`config.mk`:
```
export PLATFORM = sky130hd
export DESIGN_NAME = deadline_sorted_timer_queue_unit
export DESIGN_NICKNAME = d
export VERILOG_FILES = /design/src/rtl/core/dstq_pkg.sv /design/src/rtl/core/dstq_ctrl.sv /design/src/rtl/core/dstq_chain.sv /design/src/rtl/core/deadline_sorted_timer_queue_unit.sv
export SDC_FILE = /design/constraint.sdc
export NUM_CORES = 2
export LEC_CHECK = 0
export BUFFER_PORTS_ARGS = -buffer_cell sky130_fd_sc_hd__buf_4
export CELL_PAD_IN_SITES_DETAIL_PLACEMENT = 1
export CELL_PAD_IN_SITES_GLOBAL_PLACEMENT = 2
export CORE_UTILIZATION = 23
export DETAILED_ROUTE_END_ITERATION = 7
export PLACE_DENSITY_LB_ADDON = 0.15
export RECOVER_POWER = 50
export SLEW_MARGIN = 20
export SYNTH_ARGS = -nofsm -noshare
export SYNTH_HDL_FRONTEND = slang
export SYNTH_HIERARCHICAL = 1
export SYNTH_SLANG_ARGS = --single-unit
```
`constraint.sdc`:
```
create_clock -name clk -period 16.46 [get_ports clk]
set_clock_uncertainty 0.2 [all_clocks]
set_input_delay 0.823 -clock clk [delete_from_list [all_inputs] [get_ports clk]]
set_output_delay 0.823 -clock clk [all_outputs]
set_load 0.1 [all_outputs]
```
`src/rtl/core/dstq_pkg.sv`:
```
`default_nettype none
// ----------------------------------------------------------------------------
// dstq_pkg
// Shared types and constants for the deadline sorted timer queue unit.
// ----------------------------------------------------------------------------
package dstq_pkg;

  localparam int QUEUE_DEPTH = 16;
  localparam int TIME_BITS   = 48;
  localparam int MAX_RESULTS = 16;
  localparam int HANDLE_BITS = 16;
  localparam int DELAY_BITS  = 32;
  localparam int OCC_W       = $clog2(QUEUE_DEPTH + 1);
  localparam int CNT_W       = $clog2(MAX_RESULTS);

  typedef enum logic [1:0] {
    OP_SCHEDULE = 2'd0,
    OP_CLEAR    = 2'd1,
    OP_TICK     = 2'd2,
    OP_RELEASE  = 2'd3
  } op_t;

  typedef enum logic [1:0] {
    KIND_STATUS = 2'd0,
    KIND_TASK   = 2'd1,
    KIND_EMPTY  = 2'd2
  } kind_t;

  typedef enum logic [1:0] {
    ST_OK      = 2'd0,
    ST_INVALID = 2'd1,
    ST_FULL    = 2'd2
  } status_t;

  // controller to datapath
  typedef struct packed {
    logic latch;
    logic exec;
    logic pop;
    logic empty;
    logic last;
  } dstq_cmd_t;

  // datapath to controller
  typedef struct packed {
    op_t  in_op;
    logic out_free;
    logic head_due;
    logic next_due;
  } dstq_sts_t;

endpackage : dstq_pkg
`default_nettype wire

```
`src/rtl/core/dstq_ctrl.sv`:
```
`default_nettype none
// ----------------------------------------------------------------------------
// dstq_ctrl
// Controller: accepts one request at a time, sequences the operation and
// the release loop that pops one due task per result.
// ----------------------------------------------------------------------------
module dstq_ctrl (
  input  wire logic               clk,
  input  wire logic               rst,
  input  wire logic               req_valid,
  output logic                    req_stall,
  input  wire dstq_pkg::dstq_sts_t sts,
  output dstq_pkg::dstq_cmd_t     cmd
);
  import dstq_pkg::*;

  typedef enum logic [2:0] {
    S_IDLE = 3'b001,
    S_EXEC = 3'b010,
    S_REL  = 3'b100
  } state_t;

  state_t             state, state_next;
  logic [CNT_W-1:0]   rel_count, rel_count_next;
  logic               rel_last;

  assign req_stall = (state != S_IDLE);

  // final pop when the result budget is used up or the next entry is not due
  assign rel_last = (rel_count == CNT_W'(MAX_RESULTS - 1)) || !sts.next_due;

  always_comb begin
    cmd            = '0;
    state_next     = state;
    rel_count_next = rel_count;
    case (state)
      S_IDLE: begin
        if (req_valid) begin
          cmd.latch      = 1'b1;
          rel_count_next = '0;
          state_next     = (sts.in_op == OP_RELEASE) ? S_REL : S_EXEC;
        end
      end
      S_EXEC: begin
        if (sts.out_free) begin
          cmd.exec   = 1'b1;
          state_next = S_IDLE;
        end
      end
      S_REL: begin
        if (sts.out_free) begin
          if (sts.head_due) begin
            cmd.pop  = 1'b1;
            cmd.last = rel_last;
            if (rel_last) begin
              state_next = S_IDLE;
            end else begin
              rel_count_next = rel_count + 1'b1;
            end
          end else begin
            cmd.empty  = 1'b1;
            state_next = S_IDLE;
          end
        end
      end
      default: begin
        state_next = S_IDLE;
      end
    endcase
  end

  always_ff @(posedge clk) begin
    if (rst) begin
      state     <= S_IDLE;
      rel_count <= '0;
    end else begin
      state     <= state_next;
      rel_count <= rel_count_next;
    end
  end

  a_emit_needs_room: assert property (@(posedge clk) disable iff (rst)
    (cmd.exec || cmd.pop || cmd.empty) |-> sts.out_free)
    else $error("result issued while output register occupied");

  a_empty_only_first: assert property (@(posedge clk) disable iff (rst)
    cmd.empty |-> (rel_count == '0))
    else $error("empty release result after a task was released");

  a_last_pop_ends: assert property (@(posedge clk) disable iff (rst)
    (cmd.pop && cmd.last) |=> (state == S_IDLE))
    else $error("release loop continued after last transfer");

endmodule : dstq_ctrl
`default_nettype wire

```
`src/rtl/core/dstq_chain.sv`:
```
`default_nettype none
// ----------------------------------------------------------------------------
// dstq_chain
// Datapath: shifting sorted chain of due times and handles, the millisecond
// counter, the delay limit register and the result register.
// ----------------------------------------------------------------------------
module dstq_chain (
  input  wire logic                          clk,
  input  wire logic                          rst,
  input  wire logic                          cfg_we,
  input  wire logic [dstq_pkg::DELAY_BITS-1:0] cfg_wdata,
  input  wire logic [1:0]                    operation,
  input  wire logic [dstq_pkg::HANDLE_BITS-1:0] task_handle,
  input  wire logic [dstq_pkg::DELAY_BITS-1:0] offset_ms,
  input  wire dstq_pkg::dstq_cmd_t           cmd,
  output dstq_pkg::dstq_sts_t                sts,
  output logic                               rsp_valid,
  input  wire logic                          rsp_stall,
  output logic [1:0]                         kind,
  output logic [dstq_pkg::HANDLE_BITS-1:0]   released_handle,
  output logic [1:0]                         status,
  output logic                               tasks_pending,
  output logic                               last
);
  import dstq_pkg::*;

  logic [TIME_BITS-1:0]   due_times [QUEUE_DEPTH];
  logic [HANDLE_BITS-1:0] handles   [QUEUE_DEPTH];
  logic [OCC_W-1:0]       occupancy;
  logic [TIME_BITS-1:0]   now_counter;
  logic [DELAY_BITS-1:0]  max_delay;

  op_t                    op_r;
  logic [HANDLE_BITS-1:0] handle_r;
  logic [DELAY_BITS-1:0]  delay_r;
  logic [TIME_BITS-1:0]   due_r;

  logic [TIME_BITS:0]     due_sum;
  logic                   sched_invalid, sched_full, sched_ok;
  logic [QUEUE_DEPTH-1:0] le;
  logic [TIME_BITS-1:0]   ins_due    [QUEUE_DEPTH];
  logic [HANDLE_BITS-1:0] ins_handle [QUEUE_DEPTH];
  logic                   load;
  logic                   out_free;
  status_t                exec_status;
  logic                   exec_pending;

  // due time of the incoming request, saturated to the counter width
  assign due_sum = {1'b0, now_counter} + (TIME_BITS + 1)'(offset_ms);

  assign sched_invalid = (handle_r == '0) || (delay_r > max_delay);
  assign sched_full    = (occupancy >= OCC_W'(QUEUE_DEPTH));
  assign sched_ok      = !sched_invalid && !sched_full;

  // entries due no later than the new one form a prefix of the chain
  always_comb begin
    for (int i = 0; i < QUEUE_DEPTH; i++) begin
      le[i] = (OCC_W'(i) < occupancy) && (due_times[i] <= due_r);
    end
    ins_due[0]    = le[0] ? due_times[0] : due_r;
    ins_handle[0] = le[0] ? handles[0]   : handle_r;
    for (int i = 1; i < QUEUE_DEPTH; i++) begin
      if (le[i]) begin
        ins_due[i]    = due_times[i];
        ins_handle[i] = handles[i];
      end else if (le[i-1]) begin
        ins_due[i]    = due_r;
        ins_handle[i] = handle_r;
      end else begin
        ins_due[i]    = due_times[i-1];
        ins_handle[i] = handles[i-1];
      end
    end
  end

  always_comb begin
    exec_status  = ST_OK;
    exec_pending = (occupancy != '0);
    case (op_r)
      OP_SCHEDULE: begin
        if (sched_invalid) begin
          exec_status = ST_INVALID;
        end else if (sched_full) begin
          exec_status = ST_FULL;
        end else begin
          exec_pending = 1'b1;
        end
      end
      OP_CLEAR: exec_pending = 1'b0;
      default:  exec_pending = (occupancy != '0);
    endcase
  end

  assign out_free = !rsp_valid || !rsp_stall;
  assign load     = cmd.exec || cmd.pop || cmd.empty;

  assign sts.in_op    = op_t'(operation);
  assign sts.out_free = out_free;
  assign sts.head_due = (occupancy != '0) && (now_counter >= due_times[0]);
  assign sts.next_due = (occupancy > OCC_W'(1)) && (now_counter >= due_times[1]);

  always_ff @(posedge clk) begin
    if (rst) begin
      max_delay <= '1;
    end else if (cfg_we) begin
      max_delay <= cfg_wdata;
    end
  end

  always_ff @(posedge clk) begin
    if (cmd.latch) begin
      op_r     <= op_t'(operation);
      handle_r <= task_handle;
      delay_r  <= offset_ms;
      due_r    <= due_sum[TIME_BITS] ? '1 : due_sum[TIME_BITS-1:0];
    end
  end

  always_ff @(posedge clk) begin
    if (rst) begin
      occupancy   <= '0;
      now_counter <= '0;
    end else if (cmd.exec) begin
      case (op_r)
        OP_SCHEDULE: if (sched_ok) occupancy <= occupancy + 1'b1;
        OP_CLEAR:    occupancy <= '0;
        OP_TICK:     now_counter <= now_counter + 1'b1;
        default:     occupancy <= occupancy;
      endcase
    end else if (cmd.pop) begin
      occupancy <= occupancy - 1'b1;
    end
  end

  always_ff @(posedge clk) begin
    if (cmd.exec && (op_r == OP_SCHEDULE) && sched_ok) begin
      for (int i = 0; i < QUEUE_DEPTH; i++) begin
        due_times[i] <= ins_due[i];
        handles[i]   <= ins_handle[i];
      end
    end else if (cmd.pop) begin
      for (int i = 0; i < QUEUE_DEPTH - 1; i++) begin
        due_times[i] <= due_times[i+1];
        handles[i]   <= handles[i+1];
      end
    end
  end

  // result register
  always_ff @(posedge clk) begin
    if (rst) begin
      rsp_valid <= 1'b0;
    end else if (load) begin
      rsp_valid <= 1'b1;
    end else if (!rsp_stall) begin
      rsp_valid <= 1'b0;
    end
  end

  always_ff @(posedge clk) begin
    if (cmd.pop) begin
      kind            <= KIND_TASK;
      released_handle <= handles[0];
      status          <= ST_OK;
      tasks_pending   <= (occupancy > OCC_W'(1));
      last            <= cmd.last;
    end else if (cmd.empty) begin
      kind            <= KIND_EMPTY;
      released_handle <= '0;
      status          <= ST_OK;
      tasks_pending   <= (occupancy != '0);
      last            <= 1'b1;
    end else if (cmd.exec) begin
      kind            <= KIND_STATUS;
      released_handle <= '0;
      status          <= exec_status;
      tasks_pending   <= exec_pending;
      last            <= 1'b1;
    end
  end

  a_occ_bound: assert property (@(posedge clk) disable iff (rst)
    occupancy <= OCC_W'(QUEUE_DEPTH))
    else $error("queue occupancy above depth");

  a_pop_nonempty: assert property (@(posedge clk) disable iff (rst)
    cmd.pop |-> (occupancy != '0) && (now_counter >= due_times[0]))
    else $error("pop of an empty or not yet due head");

  a_tick_advance: assert property (@(posedge clk) disable iff (rst)
    (cmd.exec && (op_r == OP_TICK)) |=>
      (now_counter == TIME_BITS'($past(now_counter) + 1'b1)))
    else $error("tick did not advance the counter");

endmodule : dstq_chain
`default_nettype wire

```
`src/rtl/core/deadline_sorted_timer_queue_unit.sv`:
```
`default_nettype none
// ----------------------------------------------------------------------------
// deadline_sorted_timer_queue_unit
// Bounded queue of task handles kept sorted by due time, with a millisecond
// counter; schedule, clear, tick and release of due tasks.
// ----------------------------------------------------------------------------
//  channel   handshake              payload
//  req       req_valid / req_stall  operation, task_handle, offset_ms
//  rsp       rsp_valid / rsp_stall  kind, released_handle, status,
//                                   tasks_pending, last
//  cfg       cfg_we                 cfg_wdata (max_delay)
//
//  schedule, clear and tick: the accept cycle adds the delay to the counter;
//  S_EXEC then inserts into the shifting chain in one step, clears or ticks.
//  release: the chain pops one head a cycle while the result register is free.
//  the result register lets the next request in while a result waits;
//  rsp_stall holds the controller before it issues its next result.
//  synchronous reset empties the queue, zeroes the counter and sets
//  max_delay to all ones; no clearing pass is needed.
// ----------------------------------------------------------------------------
module deadline_sorted_timer_queue_unit (
  input  wire logic                              clk,
  input  wire logic                              rst,
  input  wire logic                              cfg_we,
  input  wire logic [dstq_pkg::DELAY_BITS-1:0]   cfg_wdata,
  input  wire logic                              req_valid,
  output logic                                   req_stall,
  input  wire logic [1:0]                        operation,
  input  wire logic [dstq_pkg::HANDLE_BITS-1:0]  task_handle,
  input  wire logic [dstq_pkg::DELAY_BITS-1:0]   offset_ms,
  output logic                                   rsp_valid,
  input  wire logic                              rsp_stall,
  output logic [1:0]                             kind,
  output logic [dstq_pkg::HANDLE_BITS-1:0]       released_handle,
  output logic [1:0]                             status,
  output logic                                   tasks_pending,
  output logic                                   last
);
  import dstq_pkg::*;

  dstq_cmd_t cmd;
  dstq_sts_t sts;

  dstq_ctrl u_ctrl (
    .clk       (clk),
    .rst       (rst),
    .req_valid (req_valid),
    .req_stall (req_stall),
    .sts       (sts),
    .cmd       (cmd)
  );

  dstq_chain u_chain (
    .clk             (clk),
    .rst             (rst),
    .cfg_we          (cfg_we),
    .cfg_wdata       (cfg_wdata),
    .operation       (operation),
    .task_handle     (task_handle),
    .offset_ms       (offset_ms),
    .cmd             (cmd),
    .sts             (sts),
    .rsp_valid       (rsp_valid),
    .rsp_stall       (rsp_stall),
    .kind            (kind),
    .released_handle (released_handle),
    .status          (status),
    .tasks_pending   (tasks_pending),
    .last            (last)
  );

endmodule : deadline_sorted_timer_queue_unit
`default_nettype wire
```
==> impl.org <==
** Clock tree
- CTS tree :: yes
- Clock tree synthesis inserted a total of 173 buffers.
- CTS placed an instance of sky130_fd_sc_hd__clkbuf_16 at the clock tree root.
- CTS H-Tree Depth :: 4
- The clock passes through at most 4 buffers.
- Counting every sink on the clock net gives 1237.
- CTS resizes :: 0
- Clock network latency to the later pin of the worst-skew pair :: 890 ps
- Clock transition at the registers of the reported paths :: 60 ps

** Yosys
- After synthesis, the mean cell area works out to 10.28 sq um.
- Synth Area in XOR/XNOR :: 0.007403
- Post-synth top area share :: 0.4255
- After synthesis the cells add up to 0.08044 sq mm.
- Syn_nets :: between 8000 and 9000
- In this run, synthesis inferred 1140 flip-flops with an integrated enable.
- Synthesis instantiated 79 different standard cells from the library.
- After synthesis, the share of cell area in mux cells is 0.1157.
- Largest family of logic cells by synthesized area :: adder cells
- Of the total synthesized cell area, the portion taken by AND, OR, NAND and NOR gates is 0.1127.
- In the synthesized netlist the async set-or-reset flop fraction comes to 0.
- Syn. warnings :: 6
- Proportion of synthesized chip area in sequential cells :: 0.4497
- Of the total synthesized cell area, the portion taken by full adders, half adders and majority gates is 0.1381.
- Library cell with the largest summed area after synthesis :: sky130_fd_sc_hd__edfxtp_1
- Post-synthesis compound-gate area fraction :: 0.1354
- Gate count of the mapped netlist :: 7824
- FF+latch count, synth :: 1237
- In the synthesized netlist the dominant register cell turns out to be sky130_fd_sc_hd__edfxtp_1.
- Top cells by area, synth :: sky130_fd_sc_hd__edfxtp_1 (43%), sky130_fd_sc_hd__ha_1 (14%), sky130_fd_sc_hd__mux2i_1 (10%)

** Floorplan
- Die width :: 593.4 um
- Placeable core region :: 0.3470 sq mm
- Die area :: around 0.35 sq mm
- Number of top-level pins :: between 100 and 150
- Number of standard-cell rows in the floorplan :: 216
- Y dimension of the die :: 593.4 um
- Initial Util :: 0.2318

** Critical path
- R2r setup slk :: 5100 ps
- The endpoint identified for the worst register-to-register timing path is u_chain/due_times[8][36]$_DFFE_PP_.
- Walking the worst path, the cells encountered are ha_1, a21o_1, a31oi_1, o21ai_0, o21ai_0, a21oi_1, o311ai_0, clkbuf_1, a31o_2, a31oi_1, and3_1, clkbuf_1, o21ai_0, buf_4, clkbuf_1, buf_4, buf_4, buf_4, a31oi_1.
- Crit path largest cell delay :: roughly 1400 ps
- Of all nets on the critical path, the largest fanout is 102.
- Arrival time worst endpoint :: 11710 ps
- Crit Reg-Reg Startpoint :: u_chain/now_counter[2]$_SDFFE_PP0P_
- Worst reg2reg path depth :: 19
- Counting stages on the worst path, the most repeated cell is sky130_fd_sc_hd__buf_4.
- STA classifies the critical path startpoint as a flop.
- Crit path capture type :: flop
- Buffering stage count on the worst path with inverters included :: 7
- For this design, the slowest cell found on the critical path is sky130_fd_sc_hd__clkbuf_1.
- Data on the critical path is required at its endpoint by around 17000 ps.
- Crit Path Category :: flop to flop
- Grouping stages by cell kind, the critical path spends the most delay in buffers and inverters.

** Placement
- Cell area after placement :: 0.08645 sq mm
- RD Place Congestion :: 0.8094
- Buffers added on ports :: 110
- The HPWL after detailed placement is 240.3 mm.

** Pwr
- The design draws 8319 uW.
- Static Leak :: 0.03765 uW
- Share of power burned in registers :: 0.428
- Share of power burned in the clock network :: 0.455
- Switch share :: 0.2793
- Cell internal power was estimated by the tool at roughly 6000 uW.
- In this run the power density over the cells is around 90 mW/mm^2.
- P_sw :: 2323 uW
- Portion of total power attributed to combinational logic :: 0.117
- Worst voltage drop across the vdd grid :: 0.00007491 V

** Global routing
- Vias in the first global route :: 65740
- In the global route stage, overall resource usage came out at 0.1847.
- Aggregate global routing overflow :: 0
- Pin count of the biggest net entering global routing :: 245
- The number of antenna violations at the first check in global routing came to 12.
- The first global-routing pass estimated 482.3 mm of wire.

** Drt
- In the detailed route, the total length drawn on met2 is 149.3 mm.
- Count of nets left with antenna violations after detail routing :: 0
- DRC :: 0
- The routed design uses ~9.6 mm of met3 wire.
- Wire length on met1 :: 167.9 mm
- The routed layout has 62300 vias.
- Detailed-route wire length :: 334.2 mm
- The first detailed-routing pass ran for 6 iterations.
- Initial DRC count :: between 4000 and 5000
- Post-DR wirelength/cell :: about 27 um
- After detailed routing, the number of vias per cell comes to 4.949.
- The highest metal layer carrying signal wires in the routed design is met5.

** Timing
- The final hold violation count was 0.
- Max_slew headroom :: -3.500
- Maximum clock frequency :: just under 90 MHz
- Final setup violation count :: 0
- Share of the clock period used by the worst path after layout :: 0.6903
- Final-layout worst hold slack :: about 200 ps
- RSZ-0062 raised after global routing :: no
- For the final routed database, the setup TNS stands at 0 ps.
- Time the final worst path needs with I/O delays and setup :: ~11000 ps
- The number of slew-limit violations in the final report is about 1400.
- At the pin with the least slew margin, the transition time is 6750 ps.

** Min path
- Startpoint of the most critical hold path :: rsp_stall
- Hold worst-path end :: u_chain/rsp_valid$_SDFFE_PP0P_
- Worst hold-check path type :: input pin to flop
- Cell depth of the worst hold path :: 3

** Final layout
- In the final layout, the share of cells above drive strength 1 is 0.07260.
- For this run, the share of the core covered by cells in the final layout is 0.2659.
- Area added between synthesis and finish :: 14.71%
- In the final design database the tool counted about 9000 nets.
- Finished Cell Area :: 0.09228 sq mm

** Run
- Across the run, the number of max-cap violations was 28.

** Status
- Failing checks :: capacitance limit, slew limit
- The flow ran to the end, but the final reports show violations.
-- power groups by stage --
stage | Sequential, uW | Combinational, uW | Clock (uW)
after floorplan | 3580 | 588 | 0
after global placement | 3620 | 950 | 0
after detailed placement | 3620 | 973 | 0
after CTS | 3560 | 997 | 3940
after global routing | 3570 | 1070 | 4030
final | 3560 | 974 | 3790
-- layout make-up --
type | instances | area [sq um]
diodes | 8 | 20.02
clock buffers | 222 | 4628
clock inverters | 90 | 827.0
fillers | 39170 | 254700
inverters | 235 | 883.3
multi-input cells | 5847 | 41270
flip-flops and latches | 1237 | 36170
well taps | 4578 | 5728
repair buffers | 372 | 2744
-- kinds of logic after synthesis --
kind of cell,Yosys count
AND/OR/NAND/NOR,2040
AO/OA/AOI/OAI,1933
flip-flops,1237
multiplexers,919
adder cells (fa/ha/maj),887
buffers and inverters,740
XOR/XNOR,68
-- repair_timing --
action                                 4_1_cts  5_1_grt
endpoints found under the hold margin       83        0
hold buffers                                82        0
buffers inserted                             0        0
-- flip-flops by register name (all words and copies together), names as in the netlist, 2 cells and up --
name,cells
u_chain/due_times,768
u_chain/handles,256
u_chain/due_r,48
u_chain/now_counter,48
u_chain/delay_r,32
u_chain/max_delay,32
u_chain/handle_r,16
u_chain/released_handle,16
u_chain/occupancy,5
u_ctrl/rel_count,4
u_ctrl/state,3
u_chain/kind,2
u_chain/op_r,2
u_chain/status,2
-- cells in the final DEF, fill, tap and decap left out, drive strengths merged, types with 44 or more instances in the layout --
cell type    instances
edfxtp            1140
ha                 886
a21oi              868
mux2i              835
nor2               760
nand2              692
o21ai              611
clkbuf             324
inv                240
buf                188
nand4              155
nand3              151
a21o               105
dfxtp               97
mux2                84
a31oi               83
dlygate4sd3         82
clkinv              69
o211ai              60
nor3                52
a211oi              51
and4                44
-- worst max-delay path by stage --
stage          slack, ps                            endpoint  cells past startpoint                                start
2_1_floorplan       8020   u_chain/due_times[7][0]$_DFFE_PP_                     13      u_chain/due_r[43]$_SDFFCE_PP1P_
3_3_place_gp        7980  u_chain/due_times[8][38]$_DFFE_PP_                     20  u_chain/now_counter[0]$_SDFFE_PP0P_
3_5_place_dp        8080  u_chain/due_times[5][38]$_DFFE_PP_                     20  u_chain/now_counter[0]$_SDFFE_PP0P_
4_1_cts             8040  u_chain/due_times[8][43]$_DFFE_PP_                     20  u_chain/now_counter[0]$_SDFFE_PP0P_
5_1_grt             4460  u_chain/due_times[5][38]$_DFFE_PP_                     20  u_chain/now_counter[0]$_SDFFE_PP0P_
6_report            5100  u_chain/due_times[8][36]$_DFFE_PP_                     19  u_chain/now_counter[2]$_SDFFE_PP0P_
-- Yosys cell counts, types with 17 or more instances --
cell and count:
sky130_fd_sc_hd__nor3_1 52, sky130_fd_sc_hd__o21a_1 20, sky130_fd_sc_hd__nor2_1 760, sky130_fd_sc_hd__a211oi_1 51
sky130_fd_sc_hd__nand3_1 151, sky130_fd_sc_hd__nand4_1 155, sky130_fd_sc_hd__clkbuf_1 241, sky130_fd_sc_hd__inv_1 234
sky130_fd_sc_hd__xnor2_1 27, sky130_fd_sc_hd__nand2b_1 23, sky130_fd_sc_hd__a21o_1 105, sky130_fd_sc_hd__xor2_1 41
sky130_fd_sc_hd__o21ai_0 525, sky130_fd_sc_hd__a21oi_1 868, sky130_fd_sc_hd__dfxtp_1 97, sky130_fd_sc_hd__nor2b_1 26
sky130_fd_sc_hd__and3_1 22, sky130_fd_sc_hd__o31ai_1 17, sky130_fd_sc_hd__a31oi_1 83, sky130_fd_sc_hd__nand2_1 692
sky130_fd_sc_hd__edfxtp_1 1140, sky130_fd_sc_hd__o21ai_1 85, sky130_fd_sc_hd__o211ai_1 60, sky130_fd_sc_hd__buf_2 190
sky130_fd_sc_hd__nor4_1 26, sky130_fd_sc_hd__and2_1 28, sky130_fd_sc_hd__ha_1 886, sky130_fd_sc_hd__or3_1 17
sky130_fd_sc_hd__buf_4 54, sky130_fd_sc_hd__and4_1 44, sky130_fd_sc_hd__mux2i_1 835, sky130_fd_sc_hd__a221oi_1 23
sky130_fd_sc_hd__mux2_2 84
-- layer usage --
metal / vias to the layer above / track usage
met5: - / 0
met4: 2 / 0.04268
met3: 278 / 0.01514
met2: 839 / 0.2941
met1: 31950 / 0.2694
li1: 29230 / -
-- stage by stage --
step,std cells,worst slack [ps]
4_1_cts,12580,8040
3_3_place_gp,12190,7982
6_report,12590,5097
3_5_place_dp,12190,8081
2_1_floorplan,7824,8020
5_1_grt,12580,4457
-- worst reg2reg max path, stage by stage, from the launching register on --
cell and delay [ps]:
sky130_fd_sc_hd__dfxtp_1 490, sky130_fd_sc_hd__ha_1 310, sky130_fd_sc_hd__a21o_1 190, sky130_fd_sc_hd__a31oi_1 180
sky130_fd_sc_hd__o21ai_0 140, sky130_fd_sc_hd__o21ai_0 350, sky130_fd_sc_hd__a21oi_1 270, sky130_fd_sc_hd__o311ai_0 430
sky130_fd_sc_hd__clkbuf_1 420, sky130_fd_sc_hd__a31o_2 230, sky130_fd_sc_hd__a31oi_1 460, sky130_fd_sc_hd__and3_1 400
sky130_fd_sc_hd__clkbuf_1 550, sky130_fd_sc_hd__o21ai_0 1320, sky130_fd_sc_hd__buf_4 900, sky130_fd_sc_hd__clkbuf_1 1460
sky130_fd_sc_hd__buf_4 710, sky130_fd_sc_hd__buf_4 800, sky130_fd_sc_hd__buf_4 1020, sky130_fd_sc_hd__a31oi_1 230
Note: power is estimated with default switching activity, not from simulation.
